[src/hdl/ngs_pkg.sv]
`timescale 1ns / 1ps
// ----------------------------------------------------------------------------
// Next greater element stack: shared package
// Sizes, the result word layout and the controller/datapath signal groups.
// ----------------------------------------------------------------------------
package ngs_pkg;

  // Stack and field sizes.
  localparam int StackDepth   = 32;
  localparam int CountW       = $clog2(StackDepth + 1);
  localparam int IndexW       = $clog2(StackDepth);
  localparam int PositionBits = 20;
  localparam int ValueW       = 32;

  // Controller states.
  typedef enum logic [1:0] {
    ST_IDLE,
    ST_POP,
    ST_FLUSH
  } ngs_state_e;

  // One result word.
  typedef struct packed {
    logic [PositionBits-1:0]  position;
    logic signed [ValueW-1:0] greater_value;
    logic                     found;
    logic                     overflow;
    logic                     last_of_run;
  } ngs_res_t;

  // Commands from the controller to the datapath.
  typedef struct packed {
    logic load;
    logic pop_emit;
    logic ovf_emit;
    logic flush_emit;
    logic push;
    logic finish;
  } ngs_cmd_t;

  // Status from the datapath to the controller.
  typedef struct packed {
    logic stage_full;
    logic out_free;
    logic stack_empty;
    logic stack_full;
    logic top_less;
    logic eos;
  } ngs_sts_t;

endpackage

[src/hdl/ngs_if.sv]
`timescale 1ns / 1ps
// ----------------------------------------------------------------------------
// Next greater element stack: channel interfaces
// Sample channel and result channel, each with valid/ready handshake.
// ----------------------------------------------------------------------------
interface ngs_in_if import ngs_pkg::*; ();
  logic                     valid;
  logic                     ready;
  logic signed [ValueW-1:0] sample_value;
  logic                     end_of_sequence;

  modport source (output valid, output sample_value, output end_of_sequence, input ready);
  modport sink   (input valid, input sample_value, input end_of_sequence, output ready);
endinterface

interface ngs_out_if import ngs_pkg::*; ();
  logic                     valid;
  logic                     ready;
  logic [PositionBits-1:0]  position;
  logic signed [ValueW-1:0] greater_value;
  logic                     found;
  logic                     overflow;
  logic                     last_of_run;

  modport source (output valid, output position, output greater_value, output found,
                  output overflow, output last_of_run, input ready);
  modport sink   (input valid, input position, input greater_value, input found,
                  input overflow, input last_of_run, output ready);
endinterface

[src/hdl/ngs_ctrl.sv]
`timescale 1ns / 1ps
// ----------------------------------------------------------------------------
// Next greater element stack: controller
// Sequences the accept, pop, push/overflow and flush steps of each sample.
// ----------------------------------------------------------------------------
module ngs_ctrl import ngs_pkg::*; (
  input  logic     clk_i,
  input  logic     rst_ni,
  input  logic     in_valid_i,
  output logic     in_ready_o,
  input  ngs_sts_t sts_i,
  output ngs_cmd_t cmd_o
);

  ngs_state_e state_q, state_d;
  logic       stage_ok;

  // State register.
  always_ff @(posedge clk_i or negedge rst_ni) begin
    if (!rst_ni) begin
      state_q <= ST_IDLE;
    end else begin
      state_q <= state_d;
    end
  end

  // A new result may enter the staging register if it is empty or drains now.
  assign stage_ok = !sts_i.stage_full || sts_i.out_free;

  // Next state and commands.
  always_comb begin
    state_d    = state_q;
    cmd_o      = '0;
    in_ready_o = 1'b0;
    case (state_q)
      ST_IDLE: begin
        // The staged result of the previous sample is the last of its run.
        in_ready_o   = stage_ok;
        cmd_o.finish = sts_i.stage_full && sts_i.out_free;
        if (in_valid_i && stage_ok) begin
          cmd_o.load = 1'b1;
          state_d    = ST_POP;
        end
      end
      ST_POP: begin
        if (!sts_i.stack_empty && sts_i.top_less) begin
          cmd_o.pop_emit = stage_ok;
        end else if (sts_i.stack_full) begin
          if (stage_ok) begin
            cmd_o.ovf_emit = 1'b1;
            state_d        = sts_i.eos ? ST_FLUSH : ST_IDLE;
          end
        end else begin
          cmd_o.push = 1'b1;
          state_d    = sts_i.eos ? ST_FLUSH : ST_IDLE;
        end
      end
      ST_FLUSH: begin
        if (sts_i.stack_empty) begin
          state_d = ST_IDLE;
        end else begin
          cmd_o.flush_emit = stage_ok;
        end
      end
      default: begin
        state_d = ST_IDLE;
      end
    endcase
  end

endmodule

[src/hdl/ngs_datapath.sv]
`timescale 1ns / 1ps
// ----------------------------------------------------------------------------
// Next greater element stack: datapath
// Stack storage, position counter, current sample, staging and output words.
// ----------------------------------------------------------------------------
module ngs_datapath import ngs_pkg::*; (
  input  logic                     clk_i,
  input  logic                     rst_ni,
  input  logic signed [ValueW-1:0] sample_value_i,
  input  logic                     end_of_sequence_i,
  input  logic                     out_ready_i,
  input  ngs_cmd_t                 cmd_i,
  output ngs_sts_t                 sts_o,
  output logic                     out_valid_o,
  output ngs_res_t                 out_word_o
);

  logic signed [ValueW-1:0] stack_val_q [StackDepth];
  logic [PositionBits-1:0]  stack_pos_q [StackDepth];
  logic [CountW-1:0]        count_q;
  logic [PositionBits-1:0]  pos_cnt_q;
  logic signed [ValueW-1:0] cur_val_q;
  logic [PositionBits-1:0]  cur_pos_q;
  logic                     cur_eos_q;
  ngs_res_t                 stage_q, stage_d;
  logic                     stage_full_q;
  ngs_res_t                 out_q, out_d;
  logic                     out_valid_q;
  logic [IndexW-1:0]        top_idx;
  logic [IndexW-1:0]        push_idx;
  logic                     emit;
  logic                     out_load;

  assign top_idx  = IndexW'(count_q - CountW'(1));
  assign push_idx = count_q[IndexW-1:0];
  assign emit     = cmd_i.pop_emit || cmd_i.ovf_emit || cmd_i.flush_emit;
  assign out_load = cmd_i.finish || (emit && stage_full_q);

  // Status towards the controller.
  always_comb begin
    sts_o.stage_full  = stage_full_q;
    sts_o.out_free    = !out_valid_q || out_ready_i;
    sts_o.stack_empty = (count_q == '0);
    sts_o.stack_full  = (count_q == CountW'(StackDepth));
    sts_o.top_less    = stack_val_q[top_idx] < cur_val_q;
    sts_o.eos         = cur_eos_q;
  end

  // Current sample and position counter.
  always_ff @(posedge clk_i or negedge rst_ni) begin
    if (!rst_ni) begin
      pos_cnt_q <= '0;
    end else if (cmd_i.load) begin
      pos_cnt_q <= end_of_sequence_i ? '0 : pos_cnt_q + PositionBits'(1);
    end
  end

  always_ff @(posedge clk_i) begin
    if (cmd_i.load) begin
      cur_val_q <= sample_value_i;
      cur_pos_q <= pos_cnt_q;
      cur_eos_q <= end_of_sequence_i;
    end
  end

  // Stack depth.
  always_ff @(posedge clk_i or negedge rst_ni) begin
    if (!rst_ni) begin
      count_q <= '0;
    end else if (cmd_i.pop_emit || cmd_i.flush_emit) begin
      count_q <= count_q - CountW'(1);
    end else if (cmd_i.push) begin
      count_q <= count_q + CountW'(1);
    end
  end

  // Stack storage, written on a push.
  always_ff @(posedge clk_i) begin
    if (cmd_i.push) begin
      stack_val_q[push_idx] <= cur_val_q;
      stack_pos_q[push_idx] <= cur_pos_q;
    end
  end

  // New result word for the staging register.
  always_comb begin
    stage_d = '0;
    if (cmd_i.pop_emit) begin
      stage_d.position      = stack_pos_q[top_idx];
      stage_d.greater_value = cur_val_q;
      stage_d.found         = 1'b1;
    end else if (cmd_i.ovf_emit) begin
      stage_d.position = cur_pos_q;
      stage_d.overflow = 1'b1;
    end else begin
      stage_d.position = stack_pos_q[top_idx];
    end
  end

  // The staging register holds a result until it is known whether another follows.
  always_ff @(posedge clk_i or negedge rst_ni) begin
    if (!rst_ni) begin
      stage_full_q <= 1'b0;
    end else if (emit) begin
      stage_full_q <= 1'b1;
    end else if (cmd_i.finish) begin
      stage_full_q <= 1'b0;
    end
  end

  always_ff @(posedge clk_i) begin
    if (emit) begin
      stage_q <= stage_d;
    end
  end

  // Output word, marked as the last of its run when the sample is done.
  always_comb begin
    out_d             = stage_q;
    out_d.last_of_run = cmd_i.finish;
  end

  // Output register.
  always_ff @(posedge clk_i or negedge rst_ni) begin
    if (!rst_ni) begin
      out_valid_q <= 1'b0;
    end else if (out_load) begin
      out_valid_q <= 1'b1;
    end else if (out_ready_i) begin
      out_valid_q <= 1'b0;
    end
  end

  always_ff @(posedge clk_i) begin
    if (out_load) begin
      out_q <= out_d;
    end
  end

  assign out_valid_o = out_valid_q;
  assign out_word_o  = out_q;

endmodule

[src/hdl/next_greater_element_stack.sv]
`timescale 1ns / 1ps
// ----------------------------------------------------------------------------
// Next greater element stack: top level
// Resolves the next greater element of each sample with a monotonic stack.
// ----------------------------------------------------------------------------
// Usage:
//   Samples enter on sample_i (sample_value, end_of_sequence); result words
//   leave on result_o, each with the resolved position, its next greater
//   value, found, overflow and last_of_run. Both channels move one word per
//   cycle where valid and ready are both high.
//   A sample is accepted, then pops each entry smaller than itself, then is
//   pushed, or reported in an overflow word when the stack is full. A sample
//   that ends a sequence then flushes the remaining entries before the
//   controller returns to idle. Each result word waits in a staging register
//   until the next one is made or the sample is done, so the last word of a
//   sample leaves the staging register once the controller is back in idle.
//   Words come out in pop order, the top of the stack first.
//   Reset empties the stack and restarts the position count at zero.
//   When the receiver stalls, the output and staging words hold and the
//   controller waits before making a further word; a new sample is refused
//   while a staged word cannot move on.
// ----------------------------------------------------------------------------
module next_greater_element_stack import ngs_pkg::*; (
  input  logic       clk_i,
  input  logic       rst_ni,
  ngs_in_if.sink     sample_i,
  ngs_out_if.source  result_o
);

  ngs_cmd_t cmd;
  ngs_sts_t sts;
  ngs_res_t out_word;

  // Controller.
  ngs_ctrl u_ctrl (
    .clk_i      (clk_i),
    .rst_ni     (rst_ni),
    .in_valid_i (sample_i.valid),
    .in_ready_o (sample_i.ready),
    .sts_i      (sts),
    .cmd_o      (cmd)
  );

  // Datapath.
  ngs_datapath u_datapath (
    .clk_i             (clk_i),
    .rst_ni            (rst_ni),
    .sample_value_i    (sample_i.sample_value),
    .end_of_sequence_i (sample_i.end_of_sequence),
    .out_ready_i       (result_o.ready),
    .cmd_i             (cmd),
    .sts_o             (sts),
    .out_valid_o       (result_o.valid),
    .out_word_o        (out_word)
  );

  // Result channel payload.
  assign result_o.position      = out_word.position;
  assign result_o.greater_value = out_word.greater_value;
  assign result_o.found         = out_word.found;
  assign result_o.overflow      = out_word.overflow;
  assign result_o.last_of_run   = out_word.last_of_run;

`ifndef SYNTHESIS
  // After a sample is taken, the block is not ready for another in the following cycle.
  assert property (@(posedge clk_i) disable iff (!rst_ni)
    sample_i.valid && sample_i.ready |=> !sample_i.ready)
    else $error("sample accepted on two consecutive cycles");

  // A new word never overwrites a staged word that cannot drain.
  assert property (@(posedge clk_i) disable iff (!rst_ni)
    (cmd.pop_emit || cmd.ovf_emit || cmd.flush_emit) && sts.stage_full |-> sts.out_free)
    else $error("staged result overwritten while output is stalled");

  // An overflow word is made only when the stack is full.
  assert property (@(posedge clk_i) disable iff (!rst_ni)
    cmd.ovf_emit |-> sts.stack_full && !cmd.push)
    else $error("overflow reported with room on the stack");
`endif

endmodule

[src/flat_wrapper.sv]
// flat-port wrapper written by rule: the top's interface ports become plain ports
module next_greater_element_stack_flat import ngs_pkg::*;
  (clk_i, rst_ni, sample_i_valid, sample_i_sample_value, sample_i_end_of_sequence, sample_i_ready, result_o_valid, result_o_position, result_o_greater_value, result_o_found, result_o_overflow, result_o_last_of_run, result_o_ready);
  ngs_in_if sample_i_i ();
  ngs_out_if result_o_i ();
  input  logic clk_i;
  input  logic rst_ni;
  input wire logic [$bits(sample_i_i.valid)-1:0] sample_i_valid;
  input wire logic [$bits(sample_i_i.sample_value)-1:0] sample_i_sample_value;
  input wire logic [$bits(sample_i_i.end_of_sequence)-1:0] sample_i_end_of_sequence;
  output wire logic [$bits(sample_i_i.ready)-1:0] sample_i_ready;
  output wire logic [$bits(result_o_i.valid)-1:0] result_o_valid;
  output wire logic [$bits(result_o_i.position)-1:0] result_o_position;
  output wire logic [$bits(result_o_i.greater_value)-1:0] result_o_greater_value;
  output wire logic [$bits(result_o_i.found)-1:0] result_o_found;
  output wire logic [$bits(result_o_i.overflow)-1:0] result_o_overflow;
  output wire logic [$bits(result_o_i.last_of_run)-1:0] result_o_last_of_run;
  input wire logic [$bits(result_o_i.ready)-1:0] result_o_ready;
  assign sample_i_i.valid = sample_i_valid;
  assign sample_i_i.sample_value = sample_i_sample_value;
  assign sample_i_i.end_of_sequence = sample_i_end_of_sequence;
  assign sample_i_ready = sample_i_i.ready;
  assign result_o_valid = result_o_i.valid;
  assign result_o_position = result_o_i.position;
  assign result_o_greater_value = result_o_i.greater_value;
  assign result_o_found = result_o_i.found;
  assign result_o_overflow = result_o_i.overflow;
  assign result_o_last_of_run = result_o_i.last_of_run;
  assign result_o_i.ready = result_o_ready;
  next_greater_element_stack u_core (.clk_i(clk_i), .rst_ni(rst_ni), .sample_i(sample_i_i), .result_o(result_o_i));
endmodule
[config.mk]
export PLATFORM = sky130hd
export DESIGN_NAME = next_greater_element_stack_flat
export DESIGN_NICKNAME = d
export VERILOG_FILES = /design/src/hdl/ngs_pkg.sv /design/src/hdl/ngs_if.sv /design/src/hdl/ngs_ctrl.sv /design/src/hdl/ngs_datapath.sv /design/src/hdl/next_greater_element_stack.sv /design/src/flat_wrapper.sv
export SDC_FILE = /design/constraint.sdc
export NUM_CORES = 2
export LEC_CHECK = 0
export BUFFER_PORTS_ARGS = -buffer_cell sky130_fd_sc_hd__buf_2
export CAP_MARGIN = 40
export CORE_UTILIZATION = 40
export CTS_BUF_LIST = sky130_fd_sc_hd__clkbuf_16
export DETAILED_ROUTE_END_ITERATION = 8
export PLACE_DENSITY = 0.66
export SLEW_MARGIN = 20
export SYNTH_ARGS = -nofsm -noshare
export SYNTH_HDL_FRONTEND = slang
export SYNTH_SLANG_ARGS = --single-unit
[constraint.sdc]
create_clock -name clk_i -period 18.55 [get_ports clk_i]
set_clock_uncertainty 0.05 [all_clocks]
set_input_delay 1.855 -clock clk_i [delete_from_list [all_inputs] [get_ports clk_i]]
set_output_delay 1.855 -clock clk_i [all_outputs]
set_load 0.005 [all_outputs]
==> metrics.md <==
| Metric | Value |
|---|---|
| Layout Utilization | a little under half |
| Clock Path Buffers | 3 |
| Final net count | between 3000 and 4000 |
| H-tree depth | 4 |
| Finish-stage setup viols | 0 |
| Wire length per cell | ~28 um |
| Status | completed |
| Worst Max-Slew Pin Slew | 0.9062 ns |
| Site Rows | around 150 |
| Post-synth cell types | 64 |
| Fillers | roughly 14000 |
| Slew Limit Fails | 0 |
| Syn Area/Cell | around 24 um^2 |
| CTS root buf | clkbuf_16 |
| Sw frac | 31.04% |
| Routed Antenna Nets | 0 |
| DP Wirelength | a little over 90 mm |
| Die width | 422.6 um |
| Max cap viols | 0 |
| Seq/Total Area, Yosys | around 79% |
| Clk sinks | 1856 |
| Synth warnings | 0 |
| RR Startpoint | u_core.u_datapath.count_q[0]$_DFFE_PN0P_ |
| Reg area | about 0.056 mm^2 |
| Reg clk slew, reported paths | ~0.060 ns |
| Ys flop type | edfxtp_1 |
| Post-synth EDFFs | 1826 |
| Number of antenna diodes | 0 |
| DR iter-0 viols | 3420 |
| Total wire length | ~160 mm |
| Post-Synthesis Cells | roughly 3000 |
| Pre-antenna DRT Iters | 6 |
| Crit path max fanout | 50 |
| FFs w/ async S/R, synth | 1.616% |
| DRC Markers | 0 |
| Endpoint class of the critical path | flop |
| Slew headroom | 39.59% |
| Postcts setup bufs | 0 |
| Vias | 32110 |
| First-pass GRT wire length | about 230 mm |
| Critical setup path kind | reg -> reg |
| Fin crit period | roughly 8.5 ns |
| Die height | ~420 um |
| Logic pwr share | between 30% and 40% |
| Area Growth Syn to Fin | 15.06% |
| Critical path startpoint | u_core.u_datapath.count_q[0]$_DFFE_PN0P_ |
| Post-synthesis net count | approximately 3000 |
| Sequential share of power | 39.3% |
| Initial Util | about 40% |
| Antenna violations before repair | 2 |
| CP Data Required Time | 18.91 ns |
| Mapped Area | between 0.07 and 0.08 mm^2 |
| Worst hold stages | 0 |
| Largest net degree at the start of global routing | between 90 and 100 |
| PD cells | approximately 160 mW/mm^2 |
| Multi-input gate area | roughly 0.015 mm^2 |
| Grt ovf | 0 |
| CTS Hold Bufs | 0 |
| Tot GR Track Use | between 10% and 20% |
| Cts repair resizes | 0 |
| Hold path startpoint | u_core.u_datapath.out_d[53]$_DFFE_PP_ |
| Placed Area | around 0.075 mm^2 |
| I/O Buffers | 93 |
| Vias in the first global route | roughly 33000 |
| Crit share post-route | a little under half |
| Internal power | 9.197 mW |
| Crit Reg-Reg Endpoint | u_core.u_datapath.stack_pos_q[6][16]$_DFFE_PP_ |
| Worst reg-to-reg setup slack | between 10 and 15 ns |
| CTS tree | built |
| TNS Setup | 0 ns |
| FF+latch count, synth | between 1500 and 2000 |
| Critical path data arrival time | between 8 and 9 ns |
| Final hold violation count | 0 |
| Worst Hold Class | reg -> reg |
| Hold Path Sink | u_core.u_datapath.out_word_o[53]$_DFFE_PP_ |
| Startpoint type of the worst setup path | flop |
| Routability Congestion | approximately 0.78 |
| VDD IR max | 0.2361 mV |
| Total CTS buffers | about 180 |
| Clock power frac | about a quarter |
| IO Pins | 94 |
| Reg2reg path depth | 17 |
| Worst-Skew Late Latency | around 0.82 ns |
| Sw power | 4.141 mW |
| Layout cells sized above 1 | between 30% and 40% |
| Leakage | around 26 nW |
| Vias/cell | around 5.6 |
| Die area | 0.1786 mm^2 |
| RSZ-0062 raised after global routing | no |
| Core footprint | 0.1748 mm^2 |
| Design area | around 0.08 mm^2 |
| Upper clock frequency limit | 117.3 MHz |
## synth_stat cells, drive strengths merged (4+ instances only)
master	n	area share (%)
o21ai	27	0.19
mux2	34	0.54
xnor2	7	0.097
nor3	10	0.078
nand4	8	0.071
nor4	4	0.035
edfxtp	1826	77
a211oi	7	0.081
buf	63	0.40
dfrtp	30	1.1
nand2	56	0.30
inv	42	0.23
nor2	91	0.48
and3	7	0.062
ha	37	0.65
xor2	14	0.17
a21o	7	0.074
a21oi	16	0.11
mux4	518	16
nor2b	4	0.035
clkbuf	71	0.38
mux2i	19	0.27
nand3	19	0.13
## worst max path at each step
| stage | cells past startpoint | to |
|---|---|---|
| after floorplan | 21 | u_core.u_datapath.stack_pos_q[19][0]$_DFFE_PP_ |
| after global placement | 16 | u_core.u_datapath.stack_pos_q[2][1]$_DFFE_PP_ |
| after detailed placement | 18 | u_core.u_datapath.out_word_o[4]$_DFFE_PP_ |
| after CTS | 18 | u_core.u_datapath.out_word_o[31]$_DFFE_PP_ |
| after global routing | 17 | u_core.u_datapath.stack_pos_q[6][16]$_DFFE_PP_ |
| final | 17 | u_core.u_datapath.stack_pos_q[6][16]$_DFFE_PP_ |
## registers in the layout, indices dropped and copies added, names as in the netlist
register / cells
u_core.u_datapath.stack_val_q: 1024
u_core.u_datapath.stack_pos_q: 640
u_core.u_datapath.out_word_o: 55
u_core.u_datapath.out_d: 54
u_core.u_datapath.cur_val_q: 32
u_core.u_datapath.cur_pos_q: 20
u_core.u_datapath.pos_cnt_q: 20
u_core.u_datapath.count_q: 6
u_core.u_ctrl.state_q: 2
u_core.u_datapath.cur_eos_q: 1
u_core.u_datapath.out_valid_o: 1
u_core.u_datapath.stage_full_q: 1
## logic make-up after synthesis
group | synth area share, %
flip-flops | 78.55
adder cells (fa/ha/maj) | 0.6542
AO/OA/AOI/OAI | 0.8753
buffers and inverters | 1.008
multiplexers | 17.30
AND/OR/NAND/NOR | 1.342
XOR/XNOR | 0.2706
## placed cells by master (no fill, tap or decap), types with 6 or more instances in the layout
cell / instances
inv_6: 7
buf_2: 95
mux4_2: 518
mux2i_1: 19
clkinv_2: 40
dfrtp_1: 29
ha_1: 36
nor2_1: 59
o21ai_0: 26
buf_16: 18
a21o_1: 6
buf_12: 18
edfxtp_1: 1826
xor2_1: 14
bufinv_16: 15
a211oi_1: 6
buf_4: 92
nand3_1: 19
buf_8: 19
nor3_1: 9
nand4_1: 8
and3_1: 7
clkinv_1: 38
nand2_1: 56
nor2_4: 32
inv_1: 72
a21oi_1: 16
mux2_2: 34
clkbuf_16: 179
## critical path, cell delays in order, from the launching register on
cell     delay, ns
dfrtp_4       0.79
inv_1         0.29
ha_4          0.68
buf_4         0.71
buf_4         0.33
buf_16        0.29
mux4_2        0.36
mux4_2        0.52
mux2_2        0.29
ha_1          0.30
nand2_1       0.05
o21ai_0       0.43
o211a_1       0.27
o21a_1        0.29
a31o_2        0.30
nand2_1       0.47
nor2_4        0.79
buf_4         0.74
## power groups by stage
| stage | Sequential, mW | Clock [mW] | Combinational, mW |
|---|---|---|---|
| 2_1_floorplan | 5.37 | 0 | 2.99 |
| 3_3_place_gp | 5.39 | 0 | 4.45 |
| 3_5_place_dp | 5.34 | 0 | 4.58 |
| 4_1_cts | 5.26 | 3.59 | 4.59 |
| 5_1_grt | 5.27 | 3.74 | 4.86 |
| 6_report | 5.25 | 3.53 | 4.56 |
## metrics by stage
stage          hold WS, ns  std cells  total power [mW]  setup slack (ns)
6_report            0.3575       5720             13.34             10.02
5_1_grt             0.3676       5720             13.87             9.684
4_1_cts             0.3532       5708             13.44             9.359
3_5_place_dp        0.3545       5384             9.923             9.360
3_3_place_gp        0.3536       5342             9.836             8.736
2_1_floorplan       0.3503       2962             8.364             10.32
## cell type report
class / instances / share of cell area, %
Sequential cell: 1856 / 68.28
Multi-Input combinational cell: 930 / 18.13
Clock buffer: 179 / 5.502
Tap cell: 2325 / 3.573
Timing Repair Buffer: 243 / 2.848
Clock inverter: 145 / 1.474
Inverter: 42 / 0.1983
## metal layers
metal / GRT usage (%) / vias up / part of all wire [%]
met5: 0 / - / 0.0074
met4: 6.685 / 2 / 3.4
met3: 3.146 / 281 / 6.6
met2: 30.07 / 1345 / 50
met1: 24.03 / 17260 / 40
li1: - / 13220 / -
(Power assumes the default switching activity.)
